$ cat src/rtl/tals_pkg.sv
`timescale 1ns / 1ps
// ----------------------------------------------------------------------------
// Three-axis line stepper: shared definitions
// Default widths, register indexes, item kinds, axis codes and the result
// item layout used by the stepper and its planning logic.
// ----------------------------------------------------------------------------
package tals_pkg;

    // Default widths for position and step period.
    localparam int POS_BITS_DEF    = 24;
    localparam int PERIOD_BITS_DEF = 20;

    // Step period after reset, in microsecond ticks.
    localparam int STEP_PERIOD_RST = 1000;

    // Configuration register indexes.
    localparam int CFG_INDEX_BITS = 1;
    localparam logic [CFG_INDEX_BITS-1:0] CFG_STEP_PERIOD = 1'd0;
    localparam logic [CFG_INDEX_BITS-1:0] CFG_INVERT_Y    = 1'd1;

    // Input item kinds.
    localparam logic KIND_MOVE = 1'b0;
    localparam logic KIND_TICK = 1'b1;

    // Axis codes.
    typedef enum logic [1:0] {
        AXIS_X = 2'd0,
        AXIS_Y = 2'd1,
        AXIS_Z = 2'd2
    } t_axis;

    // Outcome of planning a move.
    typedef struct packed {
        t_axis      major_axis;
        logic [2:0] dir_bits;
        logic       zero_len;
    } t_plan;

    // One result item.
    typedef struct packed {
        logic step_x;
        logic step_y;
        logic step_z;
        logic dir_x;
        logic dir_y;
        logic dir_z;
        logic busy_res;
        logic move_done;
        logic rejected;
    } t_result;

    // One-hot step mask of an axis: bit 0 x, bit 1 y, bit 2 z.
    function automatic logic [2:0] axis_mask(input t_axis axis);
        logic [2:0] mask;
        case (axis)
            AXIS_X:  mask = 3'b001;
            AXIS_Y:  mask = 3'b010;
            default: mask = 3'b100;
        endcase
        return mask;
    endfunction

endpackage

$ cat src/rtl/tals_if.sv
`timescale 1ns / 1ps
// ----------------------------------------------------------------------------
// Three-axis line stepper: channel interfaces
// Valid/ready channels for command items and for result items.
// ----------------------------------------------------------------------------

// Command channel: a move with an absolute target, or one microsecond tick.
interface tals_cmd_if #(
    parameter int POS_BITS = tals_pkg::POS_BITS_DEF
) ();
    logic                       valid;
    logic                       ready;
    logic                       kind;
    logic signed [POS_BITS-1:0] target_x;
    logic signed [POS_BITS-1:0] target_y;
    logic signed [POS_BITS-1:0] target_z;

    modport source (output valid, kind, target_x, target_y, target_z, input ready);
    modport sink   (input valid, kind, target_x, target_y, target_z, output ready);
endinterface

// Result channel: step pulses, direction lines and move status.
interface tals_res_if ();
    logic valid;
    logic ready;
    logic step_x;
    logic step_y;
    logic step_z;
    logic dir_x;
    logic dir_y;
    logic dir_z;
    logic busy_res;
    logic move_done;
    logic rejected;

    modport source (output valid, step_x, step_y, step_z, dir_x, dir_y, dir_z,
                    busy_res, move_done, rejected, input ready);
    modport sink   (input valid, step_x, step_y, step_z, dir_x, dir_y, dir_z,
                    busy_res, move_done, rejected, output ready);
endinterface

$ cat src/rtl/three_axis_line_stepper.sv
`timescale 1ns / 1ps
// ----------------------------------------------------------------------------
// Three-axis line stepper
// Step and direction generator for three axes drawing straight moves with
// Bresenham interpolation, one command or microsecond tick item at a time.
// ----------------------------------------------------------------------------
//
//  Channel   Dir  Handshake          Carries
//  i_cmd     in   valid / ready      kind, target_x, target_y, target_z
//  o_res     out  valid / ready      step_x/y/z, dir_x/y/z, busy_res,
//                                    move_done, rejected
//  i_cfg_*   in   write enable only  register index, write data
//
//  One item per clock is sustained while o_res is ready: every item passes an
//  input register and then a result register, which drives o_res.
//  The per-item work is at most one step of the Bresenham accumulators or one move plan.
//  i_rst_n is synchronous; reset gives an idle block at position zero.
//  A result waiting on o_res holds the input register, and i_cmd.ready falls
//  only when both registers are full.
// ----------------------------------------------------------------------------
module three_axis_line_stepper #(
    parameter int POS_BITS    = tals_pkg::POS_BITS_DEF,
    parameter int PERIOD_BITS = tals_pkg::PERIOD_BITS_DEF
) (
    input  logic                                i_clk,
    input  logic                                i_rst_n,
    input  logic                                i_cfg_we,
    input  logic [tals_pkg::CFG_INDEX_BITS-1:0] i_cfg_index,
    input  logic [PERIOD_BITS-1:0]              i_cfg_data,
    tals_cmd_if.sink                            i_cmd,
    tals_res_if.source                          o_res
);

    // Configuration registers.
    logic [PERIOD_BITS-1:0] r_step_period;
    logic                   r_invert_y;

    // Input register.
    logic                       r_in_valid;
    logic                       r_in_kind;
    logic signed [POS_BITS-1:0] r_in_tx;
    logic signed [POS_BITS-1:0] r_in_ty;
    logic signed [POS_BITS-1:0] r_in_tz;

    // Motion state and its next values.
    logic [POS_BITS-1:0]    r_pos_x,  n_pos_x;
    logic [POS_BITS-1:0]    r_pos_y,  n_pos_y;
    logic [POS_BITS-1:0]    r_pos_z,  n_pos_z;
    logic [POS_BITS:0]      r_mag_x,  n_mag_x;
    logic [POS_BITS:0]      r_mag_y,  n_mag_y;
    logic [POS_BITS:0]      r_mag_z,  n_mag_z;
    tals_pkg::t_axis        r_major_axis, n_major_axis;
    logic [POS_BITS+1:0]    r_err_first,  n_err_first;
    logic [POS_BITS+1:0]    r_err_second, n_err_second;
    logic [POS_BITS:0]      r_steps_left, n_steps_left;
    logic [2:0]             r_dir_bits,   n_dir_bits;
    logic [PERIOD_BITS-1:0] r_wait_count, n_wait_count;
    logic                   r_moving,     n_moving;

    // Result register.
    logic              r_out_valid;
    tals_pkg::t_result r_out, n_out;

    // Planner outputs.
    logic [POS_BITS:0] w_mag_x;
    logic [POS_BITS:0] w_mag_y;
    logic [POS_BITS:0] w_mag_z;
    logic [POS_BITS:0] w_plan_major;
    tals_pkg::t_plan   w_plan;

    // Per-tick working values.
    logic                   w_out_free;
    logic                   w_advance;
    logic [PERIOD_BITS-1:0] w_period;
    logic [PERIOD_BITS-1:0] w_wait_dec;
    logic [POS_BITS:0]      w_major;
    logic [POS_BITS:0]      w_m1;
    logic [POS_BITS:0]      w_m2;
    tals_pkg::t_axis        w_a1;
    tals_pkg::t_axis        w_a2;
    logic [POS_BITS+1:0]    w_sum1;
    logic [POS_BITS+1:0]    w_sum2;
    logic                   w_hit1;
    logic                   w_hit2;
    logic [2:0]             w_steps;
    logic                   w_done;
    logic                   w_rej;

    // Handshake: the item in the input register moves on when the result
    // register is empty or being emptied.
    assign w_out_free  = !r_out_valid || o_res.ready;
    assign w_advance   = r_in_valid && w_out_free;
    assign i_cmd.ready = !r_in_valid || w_advance;

    // Configuration writes.
    always_ff @(posedge i_clk) begin
        if (!i_rst_n) begin
            r_step_period <= PERIOD_BITS'(tals_pkg::STEP_PERIOD_RST);
            r_invert_y    <= 1'b0;
        end else if (i_cfg_we) begin
            case (i_cfg_index)
                tals_pkg::CFG_STEP_PERIOD: r_step_period <= i_cfg_data;
                tals_pkg::CFG_INVERT_Y:    r_invert_y    <= i_cfg_data[0];
                default: ;
            endcase
        end
    end

    // Input register.
    always_ff @(posedge i_clk) begin
        if (!i_rst_n) begin
            r_in_valid <= 1'b0;
        end else if (i_cmd.ready) begin
            r_in_valid <= i_cmd.valid;
        end
    end

    always_ff @(posedge i_clk) begin
        if (i_cmd.valid && i_cmd.ready) begin
            r_in_kind <= i_cmd.kind;
            r_in_tx   <= i_cmd.target_x;
            r_in_ty   <= i_cmd.target_y;
            r_in_tz   <= i_cmd.target_z;
        end
    end

    // Move planning from the buffered target and the tracked position.
    tals_move_plan #(
        .POS_BITS (POS_BITS)
    ) u_plan (
        .i_target_x (r_in_tx),
        .i_target_y (r_in_ty),
        .i_target_z (r_in_tz),
        .i_pos_x    (r_pos_x),
        .i_pos_y    (r_pos_y),
        .i_pos_z    (r_pos_z),
        .o_mag_x    (w_mag_x),
        .o_mag_y    (w_mag_y),
        .o_mag_z    (w_mag_z),
        .o_major    (w_plan_major),
        .o_plan     (w_plan)
    );

    // A zero period behaves as one tick.
    assign w_period   = (r_step_period == '0) ? PERIOD_BITS'(1) : r_step_period;
    assign w_wait_dec = (r_wait_count != '0) ? r_wait_count - PERIOD_BITS'(1) : '0;

    // Major length and the two minor axes, the lower-lettered one first.
    always_comb begin
        case (r_major_axis)
            tals_pkg::AXIS_X: begin
                w_major = r_mag_x;
                w_m1    = r_mag_y;
                w_a1    = tals_pkg::AXIS_Y;
                w_m2    = r_mag_z;
                w_a2    = tals_pkg::AXIS_Z;
            end
            tals_pkg::AXIS_Y: begin
                w_major = r_mag_y;
                w_m1    = r_mag_x;
                w_a1    = tals_pkg::AXIS_X;
                w_m2    = r_mag_z;
                w_a2    = tals_pkg::AXIS_Z;
            end
            default: begin
                w_major = r_mag_z;
                w_m1    = r_mag_x;
                w_a1    = tals_pkg::AXIS_X;
                w_m2    = r_mag_y;
                w_a2    = tals_pkg::AXIS_Y;
            end
        endcase
    end

    // Error accumulators: each stays below the major length, so the sum stays
    // below twice that and one subtract brings it back.
    assign w_sum1 = r_err_first  + {1'b0, w_m1};
    assign w_sum2 = r_err_second + {1'b0, w_m2};
    assign w_hit1 = (w_sum1 >= {1'b0, w_major});
    assign w_hit2 = (w_sum2 >= {1'b0, w_major});

    // Next state for one item.
    always_comb begin
        n_mag_x      = r_mag_x;
        n_mag_y      = r_mag_y;
        n_mag_z      = r_mag_z;
        n_major_axis = r_major_axis;
        n_err_first  = r_err_first;
        n_err_second = r_err_second;
        n_steps_left = r_steps_left;
        n_dir_bits   = r_dir_bits;
        n_wait_count = r_wait_count;
        n_moving     = r_moving;
        w_steps      = 3'b000;
        w_done       = 1'b0;
        w_rej        = 1'b0;

        if (r_in_kind == tals_pkg::KIND_MOVE) begin
            if (r_moving) begin
                w_rej = 1'b1;
            end else begin
                n_mag_x      = w_mag_x;
                n_mag_y      = w_mag_y;
                n_mag_z      = w_mag_z;
                n_major_axis = w_plan.major_axis;
                n_dir_bits   = w_plan.dir_bits;
                n_err_first  = {2'b00, w_plan_major[POS_BITS:1]};
                n_err_second = '0;
                n_steps_left = w_plan_major;
                n_wait_count = '0;
                w_done       = w_plan.zero_len;
                n_moving     = !w_plan.zero_len;
            end
        end else if (r_moving) begin
            n_wait_count = w_wait_dec;
            if (w_wait_dec == '0) begin
                if (r_steps_left == '0) begin
                    n_moving = 1'b0;
                    w_done   = 1'b1;
                end else begin
                    w_steps = tals_pkg::axis_mask(r_major_axis)
                            | (w_hit1 ? tals_pkg::axis_mask(w_a1) : 3'b000)
                            | (w_hit2 ? tals_pkg::axis_mask(w_a2) : 3'b000);
                    n_err_first  = w_hit1 ? w_sum1 - {1'b0, w_major} : w_sum1;
                    n_err_second = w_hit2 ? w_sum2 - {1'b0, w_major} : w_sum2;
                    n_steps_left = r_steps_left - 1'b1;
                    n_wait_count = w_period;
                end
            end
        end
    end

    // Position follows every step pulse in its axis direction.
    always_comb begin
        n_pos_x = r_pos_x;
        n_pos_y = r_pos_y;
        n_pos_z = r_pos_z;
        if (w_steps[0]) begin
            n_pos_x = r_dir_bits[0] ? r_pos_x + 1'b1 : r_pos_x - 1'b1;
        end
        if (w_steps[1]) begin
            n_pos_y = r_dir_bits[1] ? r_pos_y + 1'b1 : r_pos_y - 1'b1;
        end
        if (w_steps[2]) begin
            n_pos_z = r_dir_bits[2] ? r_pos_z + 1'b1 : r_pos_z - 1'b1;
        end
    end

    // Result item contents.
    always_comb begin
        n_out.step_x    = w_steps[0];
        n_out.step_y    = w_steps[1];
        n_out.step_z    = w_steps[2];
        n_out.dir_x     = n_dir_bits[0];
        n_out.dir_y     = n_dir_bits[1] ^ r_invert_y;
        n_out.dir_z     = n_dir_bits[2];
        n_out.busy_res  = n_moving;
        n_out.move_done = w_done;
        n_out.rejected  = w_rej;
    end

    // Motion state registers.
    always_ff @(posedge i_clk) begin
        if (!i_rst_n) begin
            r_pos_x      <= '0;
            r_pos_y      <= '0;
            r_pos_z      <= '0;
            r_mag_x      <= '0;
            r_mag_y      <= '0;
            r_mag_z      <= '0;
            r_major_axis <= tals_pkg::AXIS_X;
            r_err_first  <= '0;
            r_err_second <= '0;
            r_steps_left <= '0;
            r_dir_bits   <= '0;
            r_wait_count <= '0;
            r_moving     <= 1'b0;
        end else if (w_advance) begin
            r_pos_x      <= n_pos_x;
            r_pos_y      <= n_pos_y;
            r_pos_z      <= n_pos_z;
            r_mag_x      <= n_mag_x;
            r_mag_y      <= n_mag_y;
            r_mag_z      <= n_mag_z;
            r_major_axis <= n_major_axis;
            r_err_first  <= n_err_first;
            r_err_second <= n_err_second;
            r_steps_left <= n_steps_left;
            r_dir_bits   <= n_dir_bits;
            r_wait_count <= n_wait_count;
            r_moving     <= n_moving;
        end
    end

    // Result register.
    always_ff @(posedge i_clk) begin
        if (!i_rst_n) begin
            r_out_valid <= 1'b0;
        end else if (w_out_free) begin
            r_out_valid <= r_in_valid;
        end
    end

    always_ff @(posedge i_clk) begin
        if (w_advance) begin
            r_out <= n_out;
        end
    end

    // Result channel.
    assign o_res.valid     = r_out_valid;
    assign o_res.step_x    = r_out.step_x;
    assign o_res.step_y    = r_out.step_y;
    assign o_res.step_z    = r_out.step_z;
    assign o_res.dir_x     = r_out.dir_x;
    assign o_res.dir_y     = r_out.dir_y;
    assign o_res.dir_z     = r_out.dir_z;
    assign o_res.busy_res  = r_out.busy_res;
    assign o_res.move_done = r_out.move_done;
    assign o_res.rejected  = r_out.rejected;

endmodule

$ cat src/rtl/tals_move_plan.sv
`timescale 1ns / 1ps
// ----------------------------------------------------------------------------
// Three-axis line stepper: move planner
// Takes the signed deltas from the tracked position to the target, their
// magnitudes and directions, and picks the major axis (x wins ties, then y).
// ----------------------------------------------------------------------------
module tals_move_plan #(
    parameter int POS_BITS = tals_pkg::POS_BITS_DEF
) (
    input  logic signed [POS_BITS-1:0] i_target_x,
    input  logic signed [POS_BITS-1:0] i_target_y,
    input  logic signed [POS_BITS-1:0] i_target_z,
    input  logic        [POS_BITS-1:0] i_pos_x,
    input  logic        [POS_BITS-1:0] i_pos_y,
    input  logic        [POS_BITS-1:0] i_pos_z,
    output logic        [POS_BITS:0]   o_mag_x,
    output logic        [POS_BITS:0]   o_mag_y,
    output logic        [POS_BITS:0]   o_mag_z,
    output logic        [POS_BITS:0]   o_major,
    output tals_pkg::t_plan            o_plan
);

    logic signed [POS_BITS:0] w_dx;
    logic signed [POS_BITS:0] w_dy;
    logic signed [POS_BITS:0] w_dz;

    // Deltas one bit wider than a position, so they never overflow.
    assign w_dx = signed'({i_target_x[POS_BITS-1], i_target_x})
                - signed'({i_pos_x[POS_BITS-1], i_pos_x});
    assign w_dy = signed'({i_target_y[POS_BITS-1], i_target_y})
                - signed'({i_pos_y[POS_BITS-1], i_pos_y});
    assign w_dz = signed'({i_target_z[POS_BITS-1], i_target_z})
                - signed'({i_pos_z[POS_BITS-1], i_pos_z});

    // Magnitudes; the largest is 2**POS_BITS - 1, which still fits unsigned.
    assign o_mag_x = w_dx[POS_BITS] ? unsigned'(-w_dx) : unsigned'(w_dx);
    assign o_mag_y = w_dy[POS_BITS] ? unsigned'(-w_dy) : unsigned'(w_dy);
    assign o_mag_z = w_dz[POS_BITS] ? unsigned'(-w_dz) : unsigned'(w_dz);

    // Major axis selection and directions; a zero delta counts as negative.
    always_comb begin
        o_plan.dir_bits = {(w_dz > 0), (w_dy > 0), (w_dx > 0)};
        if (o_mag_x >= o_mag_y && o_mag_x >= o_mag_z) begin
            o_plan.major_axis = tals_pkg::AXIS_X;
            o_major           = o_mag_x;
        end else if (o_mag_y >= o_mag_z) begin
            o_plan.major_axis = tals_pkg::AXIS_Y;
            o_major           = o_mag_y;
        end else begin
            o_plan.major_axis = tals_pkg::AXIS_Z;
            o_major           = o_mag_z;
        end
        o_plan.zero_len = (o_major == '0);
    end

endmodule
$ cat src/flat_wrapper.sv
// flat-port wrapper written by rule: the top's interface ports become plain ports
module three_axis_line_stepper_flat 
#(
    parameter int POS_BITS    = tals_pkg::POS_BITS_DEF,
    parameter int PERIOD_BITS = tals_pkg::PERIOD_BITS_DEF
)
  (i_clk, i_rst_n, i_cfg_we, i_cfg_index, i_cfg_data, i_cmd_valid, i_cmd_kind, i_cmd_target_x, i_cmd_target_y, i_cmd_target_z, i_cmd_ready, o_res_valid, o_res_step_x, o_res_step_y, o_res_step_z, o_res_dir_x, o_res_dir_y, o_res_dir_z, o_res_busy_res, o_res_move_done, o_res_rejected, o_res_ready);
  tals_cmd_if #(.POS_BITS(POS_BITS)) i_cmd_i ();
  tals_res_if o_res_i ();
  input  logic i_clk;
  input  logic i_rst_n;
  input  logic i_cfg_we;
  input  logic [tals_pkg::CFG_INDEX_BITS-1:0] i_cfg_index;
  input  logic [PERIOD_BITS-1:0] i_cfg_data;
  input wire logic [$bits(i_cmd_i.valid)-1:0] i_cmd_valid;
  input wire logic [$bits(i_cmd_i.kind)-1:0] i_cmd_kind;
  input wire logic [$bits(i_cmd_i.target_x)-1:0] i_cmd_target_x;
  input wire logic [$bits(i_cmd_i.target_y)-1:0] i_cmd_target_y;
  input wire logic [$bits(i_cmd_i.target_z)-1:0] i_cmd_target_z;
  output wire logic [$bits(i_cmd_i.ready)-1:0] i_cmd_ready;
  output wire logic [$bits(o_res_i.valid)-1:0] o_res_valid;
  output wire logic [$bits(o_res_i.step_x)-1:0] o_res_step_x;
  output wire logic [$bits(o_res_i.step_y)-1:0] o_res_step_y;
  output wire logic [$bits(o_res_i.step_z)-1:0] o_res_step_z;
  output wire logic [$bits(o_res_i.dir_x)-1:0] o_res_dir_x;
  output wire logic [$bits(o_res_i.dir_y)-1:0] o_res_dir_y;
  output wire logic [$bits(o_res_i.dir_z)-1:0] o_res_dir_z;
  output wire logic [$bits(o_res_i.busy_res)-1:0] o_res_busy_res;
  output wire logic [$bits(o_res_i.move_done)-1:0] o_res_move_done;
  output wire logic [$bits(o_res_i.rejected)-1:0] o_res_rejected;
  input wire logic [$bits(o_res_i.ready)-1:0] o_res_ready;
  assign i_cmd_i.valid = i_cmd_valid;
  assign i_cmd_i.kind = i_cmd_kind;
  assign i_cmd_i.target_x = i_cmd_target_x;
  assign i_cmd_i.target_y = i_cmd_target_y;
  assign i_cmd_i.target_z = i_cmd_target_z;
  assign i_cmd_ready = i_cmd_i.ready;
  assign o_res_valid = o_res_i.valid;
  assign o_res_step_x = o_res_i.step_x;
  assign o_res_step_y = o_res_i.step_y;
  assign o_res_step_z = o_res_i.step_z;
  assign o_res_dir_x = o_res_i.dir_x;
  assign o_res_dir_y = o_res_i.dir_y;
  assign o_res_dir_z = o_res_i.dir_z;
  assign o_res_busy_res = o_res_i.busy_res;
  assign o_res_move_done = o_res_i.move_done;
  assign o_res_rejected = o_res_i.rejected;
  assign o_res_i.ready = o_res_ready;
  three_axis_line_stepper #(.POS_BITS(POS_BITS), .PERIOD_BITS(PERIOD_BITS)) u_core (.i_clk(i_clk), .i_rst_n(i_rst_n), .i_cfg_we(i_cfg_we), .i_cfg_index(i_cfg_index), .i_cfg_data(i_cfg_data), .i_cmd(i_cmd_i), .o_res(o_res_i));
endmodule
$ cat config.mk
export PLATFORM = sky130hd
export DESIGN_NAME = three_axis_line_stepper_flat
export DESIGN_NICKNAME = d
export VERILOG_FILES = /design/src/rtl/tals_pkg.sv /design/src/rtl/tals_if.sv /design/src/rtl/three_axis_line_stepper.sv /design/src/rtl/tals_move_plan.sv /design/src/flat_wrapper.sv
export SDC_FILE = /design/constraint.sdc
export NUM_CORES = 1
export LEC_CHECK = 0
export BUFFER_PORTS_ARGS = -buffer_cell sky130_fd_sc_hd__buf_2
export CORE_MARGIN = 2
export CORE_UTILIZATION = 50
export DETAILED_ROUTE_END_ITERATION = 12
export GPL_TIMING_DRIVEN = 1
export PLACE_DENSITY_LB_ADDON = 0.2
export SLEW_MARGIN = 20
export SYNTH_ARGS = -nofsm -noshare
export SYNTH_HDL_FRONTEND = slang
export SYNTH_HIERARCHICAL = 1
export SYNTH_SLANG_ARGS = --single-unit
$ cat constraint.sdc
create_clock -name i_clk -period 16.8 [get_ports i_clk]
set_input_delay 5.04 -clock i_clk [delete_from_list [all_inputs] [get_ports i_clk]]
set_output_delay 5.04 -clock i_clk [all_outputs]
set_load 0.05 [all_outputs]
* Yosys cells after proc, flatten, opt, wreduce, memory -nomap -nowiden
Cells that the tools add are included.
** Storage, ports and cells
- Bits in registers :: 355
- Logic and storage cells :: 167
** Operators by class
- Add/sub/neg operators :: 18
- $lt $le $gt $ge :: 8
- Equal/unequal tests :: 7
- Mux-type cells :: 73
- Bitwise logic cells :: 6
- Reduce and logical (&&, ||, !) cells :: 25
** Operators with widths (count)
- 2-to-1 mux 26 bit :: 12
- 2-to-1 mux 25 bit :: 12
- 2-to-1 mux 20 bit :: 7
- greater-or-equal comparator 25 bit :: 3
- greater-than comparator 25 x 1 -> 1 bit, second input constant :: 3
- negator 25 bit :: 3
- subtractor 24 x 24 -> 25 bit :: 3
- adder 24 x 1 -> 24 bit, second input constant :: 3
- 2-to-1 mux 24 bit :: 3
- subtractor 24 x 1 -> 24 bit, second input constant :: 3
- 2-to-1 mux 3 bit :: 20
- adder 26 x 25 -> 26 bit :: 2
- greater-or-equal comparator 26 x 25 -> 1 bit :: 2
- subtractor 26 x 25 -> 26 bit :: 2
- logical NOT 25 bit :: 2
- one-hot mux 25 bit (2 select lines) :: 1
- logical NOT 20 bit :: 2
- subtractor 25 x 1 -> 25 bit, second input constant :: 1
- nonzero test 20 bit :: 1
- subtractor 20 x 1 -> 20 bit, second input constant :: 1
- one-hot mux 3 bit (2 select lines) :: 3
- 2-to-1 mux 1 bit :: 12
- AND reduction 2 bit :: 5
- logical NOT 2 bit :: 3
- 14 further kinds :: 28

* Longest topological paths before layout
Gate-level depths: netlist of the first run.
- Word-level depth :: 16
- Mapped depth :: 38
- Gate-level depth less buffers :: 35

* Cells and area by module
Netlist of the first run, hierarchy kept.
** Modules (own cells, without submodules)
- three_axis_line_stepper :: instances 1, cells an instance 2768, area each 23137.2 um^2, seq. area each 7927.6 um^2
- tals_move_plan :: instances 1, cells an instance 1255, area each 8553.2 um^2, seq. area each 0.0 um^2

* Least setup slack after synthesis of the first run
OpenSTA, ideal clock, no wires.
- Path type :: input to output
- Start :: input o_res_ready
- End :: output i_cmd_ready
- Arrival :: 5544 ps
- Required time :: 11760 ps
- Path slack :: 6216 ps
- Stages :: 2
- Path through :: nor2b_1 nand2_1
** Between the ends
- Cells in the longest elaborated chain, start to end :: 3
** Ends and longest elaborated chain
- from (decl) :: RTL line flat_wrapper.sv:31 : input wire logic [$bits(o_res_i.ready)-1:0] o_res_ready;
- logical OR 1 bit :: RTL line three_axis_line_stepper.sv:91 : assign w_out_free = !r_out_valid || o_res.ready;
- logical AND 1 bit :: RTL line three_axis_line_stepper.sv:92 : assign w_advance = r_in_valid && w_out_free;
- logical OR 1 bit :: RTL line three_axis_line_stepper.sv:93 : assign i_cmd.ready = !r_in_valid || w_advance;
- to (decl) :: RTL line flat_wrapper.sv:20 : output wire logic [$bits(i_cmd_i.ready)-1:0] i_cmd_ready;
Every way passes these cells.

* Final worst setup path of the first run
Ends and elaborated chain as after synthesis.

==> results of run 1 <==
## logic make-up (layout without fill, tap and decap cells)
group / Yosys count / in the layout / share of synthesized area (%)
AND/OR/NAND/NOR: 1338 / 1338 / 20.1
AO/OA/AOI/OAI: 1234 / 1234 / 25.2
buffers and inverters: 372 / 421 / 4.76
flip-flops: 355 / 355 / 25.0
adder cells (fa/ha/maj): 327 / 327 / 13.1
XOR/XNOR: 262 / 262 / 7.38
multiplexers: 135 / 135 / 4.49
## layer usage
| metal | part of all wire (%) | vias to the layer above | global-route usage (%) |
|---|---|---|---|
| li1 | - | 14682 | - |
| met1 | 47 | 13776 | 38.0 |
| met2 | 44 | 808 | 43.5 |
| met3 | 5.8 | 156 | 3.28 |
| met4 | 2.9 | 0 | 8.54 |
| met5 | 0 | - | 0 |
## final timing paths
path	start	endpoint	slack, ns	cells after the start
setup reg to reg	u_core/r_pos_x[0]	u_core/o_res.busy_res	7.70	30
hold / removal	u_core/r_err_second[5]	u_core/r_err_second[5]	0.46	2
setup / recovery	o_res_ready	i_cmd_ready	6.12	4
hold reg to reg	u_core/r_err_second[5]	u_core/r_err_second[5]	0.46	2
## state kept, by name (all words and copies together), names as in the netlist, 2 cells and up
register / count
u_core/r_err_first: 26
u_core/r_err_second: 26
u_core/r_mag_x: 25
u_core/r_mag_y: 25
u_core/r_mag_z: 25
u_core/r_steps_left: 25
u_core/r_in_tx: 24
u_core/r_in_ty: 24
u_core/r_in_tz: 24
u_core/r_pos_x: 24
u_core/r_pos_y: 24
u_core/r_pos_z: 24
u_core/r_step_period: 20
u_core/r_wait_count: 20
u_core/r_dir_bits: 3
u_core/r_major_axis: 2
## stage by stage
stage	cell area, µm²	setup slack, ns
floorplan	31700	6.22
global placement	32800	6.09
detailed placement	32800	6.12
CTS	34300	6.12
global route	34300	6.03
finish	34300	6.12
## worst register-to-register path: cells and delay by family (launching register included)
family          cells  cell delay [ns]
fa+ha+maj           5             1.32
flops               1             0.45
buf+inv             1             0.44
compound gates     11             3.32
simple gates       13             3.25
## area by class of cell
cell class                      count  area, µm²
Clock buffer                       50       1160
Sequential cell                   355       7930
Multi-Input combinational cell   3296      22300
Tap cell                          846       1060
Clock inverter                     32        367
Timing Repair Buffer              139        771
Fill cell                        6041      28500
Inverter                          200        757
## power breakdown
| part | internal [W] | total (W) | leakage [nW] | switching (W) |
|---|---|---|---|---|
| Combinational | 0.000756 | 0.00202 | 10.6 | 0.00126 |
| Clock | 0.000585 | 0.00101 | 0.741 | 0.000425 |
| Sequential | 0.000923 | 0.000966 | 3.01 | 0.0000432 |
| Total | 0.00226 | 0.00399 | 14.4 | 0.00173 |
## cell usage in the layout (no fill, tap or decap), types with 17 or more instances in the layout
| master | count |
|---|---|
| o21bai_1 | 28 |
| buf_4 | 30 |
| ha_1 | 313 |
| nor4_1 | 37 |
| a22oi_1 | 17 |
| or3_1 | 32 |
| nor2_1 | 282 |
| nand3_1 | 90 |
| xnor2_1 | 155 |
| nand2_1 | 515 |
| a21oi_1 | 452 |
| nand4_1 | 37 |
| a31oi_1 | 38 |
| dfxtp_1 | 272 |
| clkbuf_16 | 44 |
| nor3_1 | 91 |
| o31ai_1 | 18 |
| and2_1 | 40 |
| nor2b_1 | 43 |
| buf_2 | 109 |
| edfxtp_1 | 82 |
| a21o_1 | 99 |
| nand2b_1 | 42 |
| mux2i_1 | 78 |
| xor2_1 | 104 |
| and3_1 | 33 |
| mux2_2 | 57 |
| o21a_1 | 53 |
| a22o_1 | 18 |
| o21ai_0 | 214 |
| inv_1 | 195 |
| a211oi_1 | 55 |
| o211ai_1 | 27 |
==> flow_summary.ini, run 1 <==
[floorplanning]
num_rows = 92
die_h_um = 256
die-area_um2 = 65400
core_um2 = 62900
start_util_pct = 50.4
die_x_um = 256
ios = 110

[status]
status = completed

[layout]
num_antenna_cells = 0
final_nets = 4458
drive_above_1_share_pct = 8.99
area_growth_pct = 8.37
fin_cells = 4918
post-route-util_pct = 54.6

[power]
p_per_area_nw_per_um2 = 116
p_total_w = 0.00399
ir_worst_vdd_uv = 123
p_leak_nw = 14.4

[drt]
drt_wl_total_um = 92200
first_pass_iters = 6
via_per_inst = 5.98
drc = 0
antenna_left = 0
wl_per_cell_um = 18.7
routed-via-count = 29422
drt_iter0_drc = 2325

[clock_tree]
insertion_delay_ns = 0.60
path_clk_slew_ns = 0.06
postCtsSetupRepairBufs = 0
post_cts_resize_count = 0
cts_root_buffer = clkbuf_16
holdBufCountCts = 0
cts-buffers-inserted = 44
cts_tree = yes
clockBufferDepth = 3
clock-sinks = 355
htree_levels = 2

[logic_synthesis]
yosysTopAreaCellShare_pct = 17.2
synthTopCellsByCount = 516 x nand2_1, 452 x a21oi_1, 313 x ha_1
synth_edf_count = 82
synth.most_common_cell = nand2_1
syn_avg_cell_area_um2 = 7.88
synthTopCellsByArea = dfxtp_1 17%, ha_1 12%, edfxtp_1 7.8%, a21oi_1 7.1%, nand2_1 6.1%
syn-num-nets = 4445
ys_ff_latch = 355
synth_cells = 4023
synth.largest_area_cell = dfxtp_1
ys_types = 117
syn_area_um2 = 31700
yosysSeqAreaShare_pct = 25.0
async_reset_ff_share_pct = 0
yosysWarnings = 6
ys_dominant_reg_cell = dfxtp_1

[worst_setup_path]
critical_path_arrival_ns = 5.64
crit_buf_inv = 2
crit_top_cell = buf_2
critical-path-max-stage-delay_ns = 0.22
startpoint_type = input port
worstPathRequired_ns = 11.76
cp-end-kind = primary output
criticalPathCategory = in -> out
crit_slowest_cell = buf_2
crit_fanout = 4
crit_chain = buf_2, nor2b_1, nand2_1, buf_2
cp_top_family = buffers and inverters

[timing]
max_freq_mhz = 93.7
report.final.hold_viol_count = 0
post-route-period-util_pct = 63.6
skew_ns = 0.0204
hold_slack_ns = 0.458
drv_slew = 0
slew_headroom_pct = 27.3
post-route-min-period_ns = 10.68
tightest_slew_ns = 1.09
fin_setup_tns_ns = 0
rsz0062_at_grt = no
finalSetupViolCount = 0

[place]
dpl.hpwl_um = 70400
gp_congestion = 0.975
post-place-cells = 4836
portBuffers = 109

[grt]
grt_pass1_wl_um = 146000
grt_overflow = 0
antenna_found_initial = 0
gr-usage-all-layers_pct = 27.2
grt_start_max_net_pins = 78
grt_pass1_vias = 27013

[worst_hold_path]
worstHoldPathType = reg -> reg

[job]
maxCapViolations = 0
(Power assumes the default switching activity.)
==> run 2: changes to the inputs <==
clock period = 9.1 ns   (was 16.8 ns; I/O delays follow)
==> run 2 against run 1 <==
Net effect:
- die area stayed put
- clock power is 78% higher
- global-route usage is 0.81 points higher
- critical path type is now reg -> reg
==> flow_summary.ini, run 2 (synthesized netlist as in run 1, its figures left out) <==
[worst_hold_path]
worstHoldPathType = reg -> reg

[layout]
fillers = 6102
fin_cells = 4926
area_growth_pct = 8.43
final_cell_mix = 515 x nand2_1, 452 x a21oi_1, 313 x ha_1
area.sequential_um2 = 7930
largest_registers = u_core/r_err_first x26, u_core/r_err_second x26
final_nets = 4470
fin_area_um2 = 34400
drive_above_1_share_pct = 9.04
mostFrequentLayoutCell = nand2_1
num_antenna_cells = 0
multi_input_area_um2 = 22300

[status]
status = completed

[floorplanning]
num_rows = 92
start_util_pct = 50.4
die_x_um = 256
ios = 110
core_um2 = 62900
die-area_um2 = 65400
die_h_um = 256

[grt]
gr-usage-all-layers_pct = 28.0
grt_overflow = 0
antenna_found_initial = 0
grt_pass1_vias = 27365
grt_start_max_net_pins = 89
grt_pass1_wl_um = 150000

[drt]
drt_wl_total_um = 94900
first_pass_iters = 6
antenna_left = 0
via_per_inst = 6.01
drt_iter0_drc = 2426
drc = 0
wl_per_cell_um = 19.3
routed-via-count = 29609

[timing]
fin_setup_tns_ns = 0
report.final.hold_viol_count = 0
tightest_slew_ns = 1.06
post-route-period-util_pct = 91.1
max_freq_mhz = 121
rsz0062_at_grt = no
postLayoutSetupSlackWorst_ns = 0.808
post-route-min-period_ns = 8.29
drv_slew = 0
skew_ns = 0.0390
slew_headroom_pct = 29.0
finalSetupViolCount = 0

[clock_tree]
holdBufCountCts = 0
cts-buffers-inserted = 43
cts_root_buffer = clkbuf_16
postCtsSetupRepairBufs = 0
htree_levels = 2
insertion_delay_ns = 0.61
clockBufferDepth = 3
post_cts_resize_count = 0
path_clk_slew_ns = 0.06
clock-sinks = 355
cts_tree = yes

[worst_setup_path]
crit_slowest_cell = o21a_1
cp_top_family = compound AO/OA/AOI/OAI gates
cp-end-kind = flip-flop
criticalPathCategory = reg -> reg
ff2ff_path_depth = 32
reg2reg_from = u_core/r_pos_z[0]
critical_path_arrival_ns = 8.75
r2r_slack_ns = 0.81
worstPathRequired_ns = 9.56
crit_end = u_core/r_moving
critical-path-max-stage-delay_ns = 0.55
crit_buf_inv = 2
critPathLaunch = u_core/r_pos_z[0]
crit_fanout = 19
startpoint_type = flip-flop
timing.critical_path.depth = 32
r2r_end = u_core/r_moving

[place]
pre_cts_slack_ns = 0.893
dpl.hpwl_um = 73200
place_area_um2 = 32900
portBuffers = 109
post-place-cells = 4849
gp_congestion = 1.01

[power]
p_switching_w = 0.00319
p_leak_nw = 14.4
p_per_area_nw_per_um2 = 214
pwr-share-seq_pct = 24.2
p_total_w = 0.00735
switching_share_pct = 43.4
pwr-share-clk_pct = 24.5
combPwrFrac_pct = 51.3
p_int_w = 0.00416
ir_worst_vdd_uv = 178

[job]
maxCapViolations = 0
run 2: worst register-to-register path: cells and delay by family, from the launching register on:
kind,cells,cell delay (ns)
buffers and inverters,2,0.38
adders and majority gates,5,1.66
and+or+nand+nor,10,2.38
DFF,1,0.37
AOI/OAI and AO/OA,15,3.39
run 2: how the worst min path moves through the flow:
stage                                  from                      end  depth (start not counted)
detailed placement  u_core/r_err_second[16]  u_core/r_err_second[16]                          2
CTS                  u_core/r_err_second[4]   u_core/r_err_second[4]                          2
global placement     u_core/r_err_second[4]   u_core/r_err_second[4]                          2
global route             u_core/r_pos_y[15]       u_core/r_pos_y[15]                          2
finish               u_core/r_err_second[5]   u_core/r_err_second[5]                          2
floorplan            u_core/r_err_first[24]   u_core/r_err_first[24]                          2
run 2: cell type report:
cell class,instances,share of cell area [%]
Multi-Input combinational cell,3296,64.9
Sequential cell,355,23.1
Clock buffer,49,3.28
Tap cell,846,3.08
Timing Repair Buffer,152,2.53
Inverter,200,2.20
Clock inverter,28,0.954
run 2: routing by layer:
metal	vias up	share of wire [%]	track usage [%]
li1	14697	-	-
met1	13995	47	39.2
met2	779	45	45.5
met3	138	5.3	2.82
met4	0	2.8	8.38
met5	-	0	0
run 2: power groups by stage:
stage,Sequential [W],Clock [W],Combinational (W)
after floorplan,0.00179,0,0.00274
after global placement,0.00181,0,0.00367
after detailed placement,0.00181,0,0.00367
after CTS,0.00178,0.00184,0.00370
after global routing,0.00179,0.00189,0.00411
final,0.00178,0.00180,0.00377
run 2: stage by stage:
stage,util [%],hold slack [ns]
after CTS,54.7,0.466
final,54.7,0.465
after floorplan,-,0.432
after global placement,52.4,0.445
after detailed placement,52.4,0.450
after global routing,54.7,0.489
